### src/design/tcw_pkg.sv
`timescale 1ns / 1ps
`default_nettype none
// ----------------------------------------------------------------------------
// tcw_pkg: shared types and constants of the text console writer
// Request and result payloads, action codes, character codes and the
// memory port bundle between the sequencer and the cell memory.
// ----------------------------------------------------------------------------
package tcw_pkg;

	// Action codes
	localparam logic [2:0] ACT_CHAR    = 3'd0;
	localparam logic [2:0] ACT_CLEAR   = 3'd1;
	localparam logic [2:0] ACT_SET_ROW = 3'd2;
	localparam logic [2:0] ACT_SET_COL = 3'd3;
	localparam logic [2:0] ACT_READ    = 3'd4;

	// Character codes
	localparam logic [7:0] CODE_LF    = 8'd10;
	localparam logic [7:0] CODE_CR    = 8'd13;
	localparam logic [7:0] CODE_SPACE = 8'd32;

	// Color after reset, and the cell every entry holds after reset
	localparam logic [7:0]  COLOR_RESET = 8'd7;
	localparam logic [15:0] CELL_RESET  = {COLOR_RESET, CODE_SPACE};

	// Internal widths, wide enough for the largest screen (132 x 60)
	localparam int ADDR_W = 13;
	localparam int ROW_W  = 6;
	localparam int COL_W  = 8;

	typedef struct packed {
		logic [2:0]  action;
		logic [7:0]  char_code;
		logic [7:0]  position;
		logic [10:0] cell_index;
	} req_t;

	typedef struct packed {
		logic [7:0] cell_char;
		logic [7:0] cell_color;
		logic [4:0] cursor_row;
		logic [6:0] cursor_column;
		logic       scrolled;
	} rsp_t;

	// One write port and one read port of the cell memory
	typedef struct packed {
		logic              we;
		logic [ADDR_W-1:0] waddr;
		logic [15:0]       wdata;
		logic              re;
		logic [ADDR_W-1:0] raddr;
	} mem_req_t;

endpackage
`default_nettype wire

### src/design/tcw_seq.sv
`timescale 1ns / 1ps
`default_nettype none
// ----------------------------------------------------------------------------
// tcw_seq: console sequencer
// Holds the cursor, decodes requests and drives the cell memory: single
// cell writes and reads, the scroll copy walk, blanking and the reset fill.
// ----------------------------------------------------------------------------
module tcw_seq
	import tcw_pkg::*;
#(
	parameter int COLUMNS = 80,
	parameter int ROWS    = 25
) (
	input  wire logic        clk,
	input  wire logic        arst_n,
	input  wire logic [7:0]  text_color,
	input  wire logic        req_valid,
	output logic             req_ready,
	input  wire req_t        req,
	input  wire logic        out_free,
	output logic             res_valid,
	output rsp_t             res,
	output mem_req_t         mem_req,
	input  wire logic [15:0] rdata
);

	localparam int CELLS = ROWS * COLUMNS;
	localparam logic [ADDR_W-1:0] LAST_CELL  = ADDR_W'(CELLS - 1);
	localparam logic [ADDR_W-1:0] COPY_END   = ADDR_W'(CELLS - COLUMNS);
	localparam logic [ADDR_W-1:0] ROW_STRIDE = ADDR_W'(COLUMNS);
	localparam logic [ADDR_W-1:0] CELL_COUNT = ADDR_W'(CELLS);
	localparam logic [ROW_W-1:0]  LAST_ROW   = ROW_W'(ROWS - 1);
	localparam logic [COL_W-1:0]  COL_LIMIT  = COL_W'(COLUMNS);
	localparam logic [7:0]        POS_ROWS   = 8'(ROWS);
	localparam logic [7:0]        POS_COLS   = 8'(COLUMNS);

	// States
	localparam logic [2:0] S_INIT   = 3'd0;
	localparam logic [2:0] S_IDLE   = 3'd1;
	localparam logic [2:0] S_SCROLL = 3'd2;
	localparam logic [2:0] S_BLANK  = 3'd3;
	localparam logic [2:0] S_WRITE  = 3'd4;
	localparam logic [2:0] S_DONE   = 3'd5;

	logic [2:0]        state_q;
	logic [ADDR_W-1:0] ptr_q;
	logic [ROW_W-1:0]  row_q;
	logic [COL_W-1:0]  col_q;
	logic              scrolled_q;
	logic              pend_wr_q;
	logic              rd_flag_q;
	logic [7:0]        code_q;
	logic              cp_v_s1;
	logic [ADDR_W-1:0] cp_dst_s1;

	logic              accept;
	logic              is_print;
	logic              idx_ok;
	logic              copy_issue;
	logic [ADDR_W-1:0] cur_addr;

	assign req_ready  = (state_q == S_IDLE);
	assign accept     = req_valid && req_ready;
	assign is_print   = (req.char_code != CODE_LF) && (req.char_code != CODE_CR);
	assign idx_ok     = {2'b00, req.cell_index} < CELL_COUNT;
	assign copy_issue = (ptr_q < COPY_END);
	assign cur_addr   = ADDR_W'(row_q) * ROW_STRIDE + ADDR_W'(col_q);

	// memory port
	always_comb begin
		mem_req = '0;
		unique case (state_q)
			S_INIT: begin
				mem_req.we    = 1'b1;
				mem_req.waddr = ptr_q;
				mem_req.wdata = CELL_RESET;
			end
			S_IDLE: begin
				if (accept && req.action == ACT_CHAR && is_print && col_q < COL_LIMIT) begin
					mem_req.we    = 1'b1;
					mem_req.waddr = cur_addr;
					mem_req.wdata = {text_color, req.char_code};
				end
				if (accept && req.action == ACT_READ && idx_ok) begin
					mem_req.re    = 1'b1;
					mem_req.raddr = {2'b00, req.cell_index};
				end
			end
			S_SCROLL: begin
				// read one row below, write the data read last cycle
				mem_req.re    = copy_issue;
				mem_req.raddr = ptr_q + ROW_STRIDE;
				mem_req.we    = cp_v_s1;
				mem_req.waddr = cp_dst_s1;
				mem_req.wdata = rdata;
			end
			S_BLANK: begin
				mem_req.we    = 1'b1;
				mem_req.waddr = ptr_q;
				mem_req.wdata = {text_color, CODE_SPACE};
			end
			S_WRITE: begin
				mem_req.we    = 1'b1;
				mem_req.waddr = cur_addr;
				mem_req.wdata = {text_color, code_q};
			end
			default: begin
			end
		endcase
	end

	// control state and cursor
	always_ff @(posedge clk or negedge arst_n) begin
		if (!arst_n) begin
			state_q    <= S_INIT;
			ptr_q      <= '0;
			row_q      <= '0;
			col_q      <= '0;
			scrolled_q <= 1'b0;
			pend_wr_q  <= 1'b0;
			rd_flag_q  <= 1'b0;
			cp_v_s1    <= 1'b0;
		end else begin
			unique case (state_q)
				S_INIT: begin
					ptr_q <= ptr_q + 1'b1;
					if (ptr_q == LAST_CELL) begin
						state_q <= S_IDLE;
					end
				end
				S_IDLE: begin
					if (accept) begin
						scrolled_q <= 1'b0;
						pend_wr_q  <= 1'b0;
						rd_flag_q  <= 1'b0;
						state_q    <= S_DONE;
						ptr_q      <= '0;
						unique case (req.action)
							ACT_CHAR: begin
								if (!is_print) begin
									col_q <= '0;
									if (req.char_code == CODE_LF) begin
										if (row_q < LAST_ROW) begin
											row_q <= row_q + 1'b1;
										end else begin
											scrolled_q <= 1'b1;
											state_q    <= S_SCROLL;
										end
									end
								end else if (col_q < COL_LIMIT) begin
									col_q <= col_q + 1'b1;
								end else begin
									// wrap: line feed first, then write at column zero
									col_q     <= '0;
									pend_wr_q <= 1'b1;
									if (row_q < LAST_ROW) begin
										row_q   <= row_q + 1'b1;
										state_q <= S_WRITE;
									end else begin
										scrolled_q <= 1'b1;
										state_q    <= S_SCROLL;
									end
								end
							end
							ACT_CLEAR: begin
								state_q <= S_BLANK;
							end
							ACT_SET_ROW: begin
								if (req.position < POS_ROWS) begin
									row_q <= req.position[ROW_W-1:0];
								end
							end
							ACT_SET_COL: begin
								if (req.position < POS_COLS) begin
									col_q <= req.position[COL_W-1:0];
								end
							end
							ACT_READ: begin
								rd_flag_q <= idx_ok;
							end
							default: begin
							end
						endcase
					end
				end
				S_SCROLL: begin
					// copy walk, then drain the last write before blanking
					cp_v_s1 <= copy_issue;
					if (copy_issue) begin
						ptr_q <= ptr_q + 1'b1;
					end else if (!cp_v_s1) begin
						state_q <= S_BLANK;
					end
				end
				S_BLANK: begin
					ptr_q <= ptr_q + 1'b1;
					if (ptr_q == LAST_CELL) begin
						state_q <= pend_wr_q ? S_WRITE : S_DONE;
					end
				end
				S_WRITE: begin
					col_q   <= col_q + 1'b1;
					state_q <= S_DONE;
				end
				S_DONE: begin
					if (out_free) begin
						state_q <= S_IDLE;
					end
				end
				default: begin
					state_q <= S_IDLE;
				end
			endcase
		end
	end

	// payload registers
	always_ff @(posedge clk) begin
		if (accept) begin
			code_q <= req.char_code;
		end
		cp_dst_s1 <= ptr_q;
	end

	// result
	assign res_valid = (state_q == S_DONE) && out_free;
	always_comb begin
		res               = '0;
		res.cell_char     = rd_flag_q ? rdata[7:0]  : 8'd0;
		res.cell_color    = rd_flag_q ? rdata[15:8] : 8'd0;
		res.cursor_row    = row_q[4:0];
		res.cursor_column = col_q[6:0];
		res.scrolled      = scrolled_q;
	end

endmodule
`default_nettype wire

### config.mk
export PLATFORM = sky130hd
export DESIGN_NAME = tcw_seq
export DESIGN_NICKNAME = d
export VERILOG_FILES = /design/src/design/tcw_pkg.sv /design/src/design/tcw_seq.sv
export SDC_FILE = /design/constraint.sdc
export NUM_CORES = 1
export LEC_CHECK = 0
export BUFFER_PORTS_ARGS = -buffer_cell sky130_fd_sc_hd__buf_2
export CORE_MARGIN = 2
export CORE_UTILIZATION = 53
export CTS_BUF_LIST = sky130_fd_sc_hd__clkbuf_8
export DETAILED_ROUTE_END_ITERATION = 12
export PLACE_DENSITY = 0.91
export SLEW_MARGIN = 15
export SYNTH_ARGS = -nofsm -noshare
export SYNTH_HDL_FRONTEND = slang
export SYNTH_SLANG_ARGS = --single-unit
### constraint.sdc
create_clock -name clk -period 3.3 [get_ports clk]
set_clock_uncertainty 0.2 [all_clocks]
set_input_delay 0.495 -clock clk [delete_from_list [all_inputs] [get_ports clk]]
set_output_delay 0.495 -clock clk [all_outputs]
set_load 0.01 [all_outputs]
==> tab_implementation.tex <==
\begin{tabular}{lr}
\hline
Metric & Value \\
\hline
\multicolumn{2}{l}{\textbf{Status}} \\
Violated checks & setup timing \\
Result of the run & complete, but fails checks \\
\multicolumn{2}{l}{\textbf{Layout}} \\
Area growth from synthesis to layout & 23.7\% \\
Share of final-layout standard cells stronger than drive strength 1 & 0.328 \\
Core occupancy in the finished layout & 0.665 \\
Number of diodes & 0 \\
Number of nets at the end of the flow & 682 \\
\# fillers & 631 \\
Post-route design area & 0.00506 sq mm \\
\multicolumn{2}{l}{\textbf{Clock tree}} \\
Clock transition at the registers of the reported paths & 0.10 ns \\
Number of hold-repair buffers added at the cts stage & 0 \\
TritonCTS clock tree & done \\
Clock network latency to the later pin of the worst-skew pair & 0.32 ns \\
Longest Clk Path Bufs & 2 \\
Maximum level of the CTS H-tree & 2 \\
Total clock buffers created by CTS & 5 \\
Master cell of the clock root buffer & sky130\_fd\_sc\_hd\_\_clkbuf\_8 \\
Total clock sinks & 55 \\
\multicolumn{2}{l}{\textbf{Global route}} \\
First-pass GRT wire length & 19400 um \\
Number of global-route vias before repair & 4149 \\
Initial antenna violation count & 0 \\
Global-route congestion overflow total & 0 \\
Global routing usage summed across all routing layers & 0.285 \\
Pin count of the biggest net entering global routing & 35 \\
\multicolumn{2}{l}{\textbf{Min path}} \\
Hold crit path type & input port to asynchronous set/reset pin \\
\multicolumn{2}{l}{\textbf{Placed design}} \\
RePlAce Congestion & 0.948 \\
Placed Instance Area & 0.00479 sq mm \\
Port bufs & 132 \\
HPWL Detailed & 9110 um \\
\multicolumn{2}{l}{\textbf{Synth}} \\
Largest cells by area after synthesis & sky130\_fd\_sc\_hd\_\_dfrtp\_1 21\%, sky130\_fd\_sc\_hd\_\_dfxtp\_1 6.4\%, sky130\_fd\_sc\_hd\_\_edfxtp\_1 5.9\% \\
Sequential cell area fraction in the yosys report & 0.330 \\
Mapped Area & 0.00409 sq mm \\
Number of warning messages in the yosys log & 0 \\
Mean post-synth cell area & 8.41 sq um \\
Count of flip-flops with a built-in enable after synthesis & 8 \\
Netlist cell types & 69 \\
Total of flip-flops plus latches after synthesis & 55 \\
Share of async-settable or async-resettable flops after synthesis & 0.618 \\
Synth Instances & 486 \\
Area share of the largest cell type after synthesis & 0.208 \\
Most used flip-flop cell after synthesis & sky130\_fd\_sc\_hd\_\_dfrtp\_1 \\
Post-synth net total & 563 \\
Leading area contributor after synthesis & sky130\_fd\_sc\_hd\_\_dfrtp\_1 \\
\multicolumn{2}{l}{\textbf{Worst setup path}} \\
Crit path capture type & output pin \\
Library cell contributing the largest single delay on the critical path & sky130\_fd\_sc\_hd\_\_dfrtp\_1 \\
Critical path buffer and inverter count & 1 \\
Required time reported for the critical path endpoint & 2.60 ns \\
Element type at the critical path start & register \\
Largest delay contributor family on the critical path & adder cells \\
Maximum single-stage delay on the critical path & 0.42 ns \\
Worst-path maximum fanout & 2 \\
Sequence of cells on the critical path & ha\_4 -> ha\_4 -> fa\_2 -> xor2\_2 -> nand2\_2 -> nor4\_4 -> xnor2\_1 -> o21ai\_1 -> buf\_2 \\
Classification of the worst setup path & register to output pin \\
Cell seen most often among critical-path stages & sky130\_fd\_sc\_hd\_\_ha\_4 \\
Data arrival time of the critical path & 2.64 ns \\
\multicolumn{2}{l}{\textbf{Timing}} \\
Unrepaired setup endpoints after global routing & true \\
Number of max-slew violations in the final report & 0 \\
Timing-limited maximum frequency & 0.300 GHz \\
Pin slew with the least headroom to its limit & 0.831 ns \\
Number of hold violations in the final report & 0 \\
Final-report setup violation count & 1 \\
Worst slew margin relative to its limit & 0.443 \\
Sum of negative setup slack & -0.0300 ns \\
Post-layout minimum cycle time & 3.33 ns \\
Least setup slack across all paths after layout & -0.0300 ns \\
Final cycle utilization of the critical path & 1.01 \\
\multicolumn{2}{l}{\textbf{Pwr}} \\
Lkg Pwr & 2.40 nW \\
Worst IR drop on VDD & 0.270 mV \\
Ratio of total power to cell area & 626 mW/mm\^{}2 \\
\multicolumn{2}{l}{\textbf{Die}} \\
Overall die area & 0.00843 sq mm \\
Overall die height & 91.8 um \\
Number of top-level pins & 133 \\
Site Rows & 32 \\
Die boundary width & 91.8 um \\
Initial cell density of the core & 0.538 \\
Std-Cell Core Area & 0.00761 sq mm \\
\multicolumn{2}{l}{\textbf{Detailed routing}} \\
Vias per cell & 6.21 \\
Total vias in the final route & 4396 \\
Number of DRC violations after detailed routing & 0 \\
DRC violation total after the first TritonRoute iteration & 495 \\
Count of nets left with antenna violations after detail routing & 0 \\
Post-DR wirelength/cell & 17.8 um \\
Final wirelength & 12600 um \\
Number of optimization iterations in the first detailed-route pass & 6 \\
\multicolumn{2}{l}{\textbf{Flow run}} \\
Max Cap Violations & 0 \\
\hline
\end{tabular}
==> through the flow <==
stage / hold WS (ns) / power, mW / setup WS, ns / cells
2_1_floorplan: -0.000591 / 2.06 / 0.342 / 486
3_5_place_dp: 0.271 / 2.53 / 0.204 / 697
3_3_place_gp: 0.264 / 2.45 / 0.305 / 697
5_1_grt: 0.102 / 3.36 / -0.112 / 708
4_1_cts: 0.0788 / 2.99 / -0.0421 / 705
6_report: 0.0558 / 3.17 / -0.0300 / 708
==> metal layers <==
layer	track usage	wire length (um)	up-vias
li1	-	-	2011
met1	0.352	4910	2074
met2	0.501	6290	261
met3	0.0435	1010	50
met4	0.109	418	0
met5	0	0	-
==> power by group <==
group | switching, mW | internal [mW]
clock network | 0.227 | 0.222
logic | 0.955 | 0.730
registers | 0.211 | 0.824
total | 1.39 | 1.78
==> layout by cell type (no fill, tap or decap), drive strengths merged, types with 8 or more instances in the layout <==
cell type / count
nand2: 40
dfxtp: 13
buf: 150
a21oi: 27
nor3: 10
a22oi: 15
ha: 17
and2: 21
dfrtp: 34
and3: 9
nand3: 15
inv: 27
a22o: 17
o21ai: 47
nor2b: 8
edfxtp: 8
xor2: 11
xnor2: 8
nor2: 28
==> registers in the layout, summed over array words and instances (netlist names) <==
signal,flops
scrolled_q,1
ptr_q,13
col_q,8
state_q,3
code_q,8
rd_flag_q,1
cp_dst_s1,13
row_q,6
cp_v_s1,1
pend_wr_q,1
==> worst reg2reg max path, cell delays in order, from the launching register on <==
cell and delay, ns:
sky130_fd_sc_hd__dfrtp_1 0.55, sky130_fd_sc_hd__clkinv_1 0.31, sky130_fd_sc_hd__and2_1 0.47, sky130_fd_sc_hd__buf_4 0.26, sky130_fd_sc_hd__o2bb2ai_1 0.15, sky130_fd_sc_hd__nor4b_1 0.34
sky130_fd_sc_hd__a2bb2oi_1 0.10
==> synthesized netlist by cell type, types with 3 or more instances <==
| master | count |
|---|---|
| sky130_fd_sc_hd__a222oi_1 | 5 |
| sky130_fd_sc_hd__and4_1 | 3 |
| sky130_fd_sc_hd__edfxtp_1 | 8 |
| sky130_fd_sc_hd__a22oi_1 | 15 |
| sky130_fd_sc_hd__nor2_1 | 28 |
| sky130_fd_sc_hd__o21a_1 | 6 |
| sky130_fd_sc_hd__o31ai_1 | 7 |
| sky130_fd_sc_hd__a21o_1 | 7 |
| sky130_fd_sc_hd__dfrtp_1 | 34 |
| sky130_fd_sc_hd__o2bb2ai_1 | 7 |
| sky130_fd_sc_hd__nand2_1 | 40 |
| sky130_fd_sc_hd__or2_2 | 4 |
| sky130_fd_sc_hd__nand4_1 | 3 |
| sky130_fd_sc_hd__nand3_1 | 15 |
| sky130_fd_sc_hd__and3_1 | 9 |
| sky130_fd_sc_hd__buf_4 | 13 |
| sky130_fd_sc_hd__xor2_1 | 11 |
| sky130_fd_sc_hd__nor3b_1 | 3 |
| sky130_fd_sc_hd__a22o_1 | 17 |
| sky130_fd_sc_hd__dfxtp_1 | 13 |
| sky130_fd_sc_hd__inv_1 | 23 |
| sky130_fd_sc_hd__ha_1 | 17 |
| sky130_fd_sc_hd__o21ai_1 | 3 |
| sky130_fd_sc_hd__clkbuf_1 | 16 |
| sky130_fd_sc_hd__a21oi_1 | 27 |
| sky130_fd_sc_hd__nand2b_1 | 3 |
| sky130_fd_sc_hd__nor3_1 | 10 |
| sky130_fd_sc_hd__nor2b_1 | 8 |
| sky130_fd_sc_hd__buf_2 | 7 |
| sky130_fd_sc_hd__a31oi_1 | 6 |
| sky130_fd_sc_hd__xnor2_1 | 8 |
| sky130_fd_sc_hd__o21ai_0 | 43 |
| sky130_fd_sc_hd__and2_1 | 21 |
==> area by class of cell <==
type	instances	area, sq um	area share
multi-input combinational	367	2580	0.510
inverter	26	97.6	0.0193
timing repair buffer	150	796	0.157
tap	102	128	0.0252
clock inverter	3	37.5	0.00742
sequential	55	1350	0.268
clock buffer	5	68.8	0.0136
==> worst paths after layout <==
path	start	endpoint	slack, ns	cells past startpoint
worst min register to register	ptr_q[5]$_DFFE_PN0P_	cp_dst_s1[5]$_DFF_P_	0.31	0
min in group clk	req[22]	code_q[3]$_DFFE_PP_	0.19	1
worst max-delay path	row_q[1]$_DFFE_PN0P_	mem_req[41]	-0.03	9
worst min-delay path	arst_n	col_q[6]$_DFFE_PN0P_	0.06	1
worst max register to register	state_q[2]$_DFFE_PN0P_	state_q[0]$_DFFE_PN0P_	0.78	6
max in group asynchronous	arst_n	row_q[2]$_DFFE_PN0P_	2.28	1
==> cells by family (layout without fill, tap and decap cells) <==
kind of cell | after synthesis | after routing | synth area share
muxes | 4 | 4 | 0.0116
AOI/OAI and AO/OA | 164 | 164 | 0.274
buffers and inverters | 64 | 184 | 0.0728
DFF | 55 | 55 | 0.330
xor gates and xnor gates | 19 | 19 | 0.0407
adders and majority gates | 19 | 19 | 0.0618
and+or+nand+nor | 161 | 161 | 0.209
==> timing repair <==
action | in CTS | in global routing
gates resized for setup | 4 | 26
setup buffers | 0 | 3
pin swaps | 2 | 7
endpoints found under the setup margin | 8 | 8
Note: power is estimated with default switching activity, not from simulation.
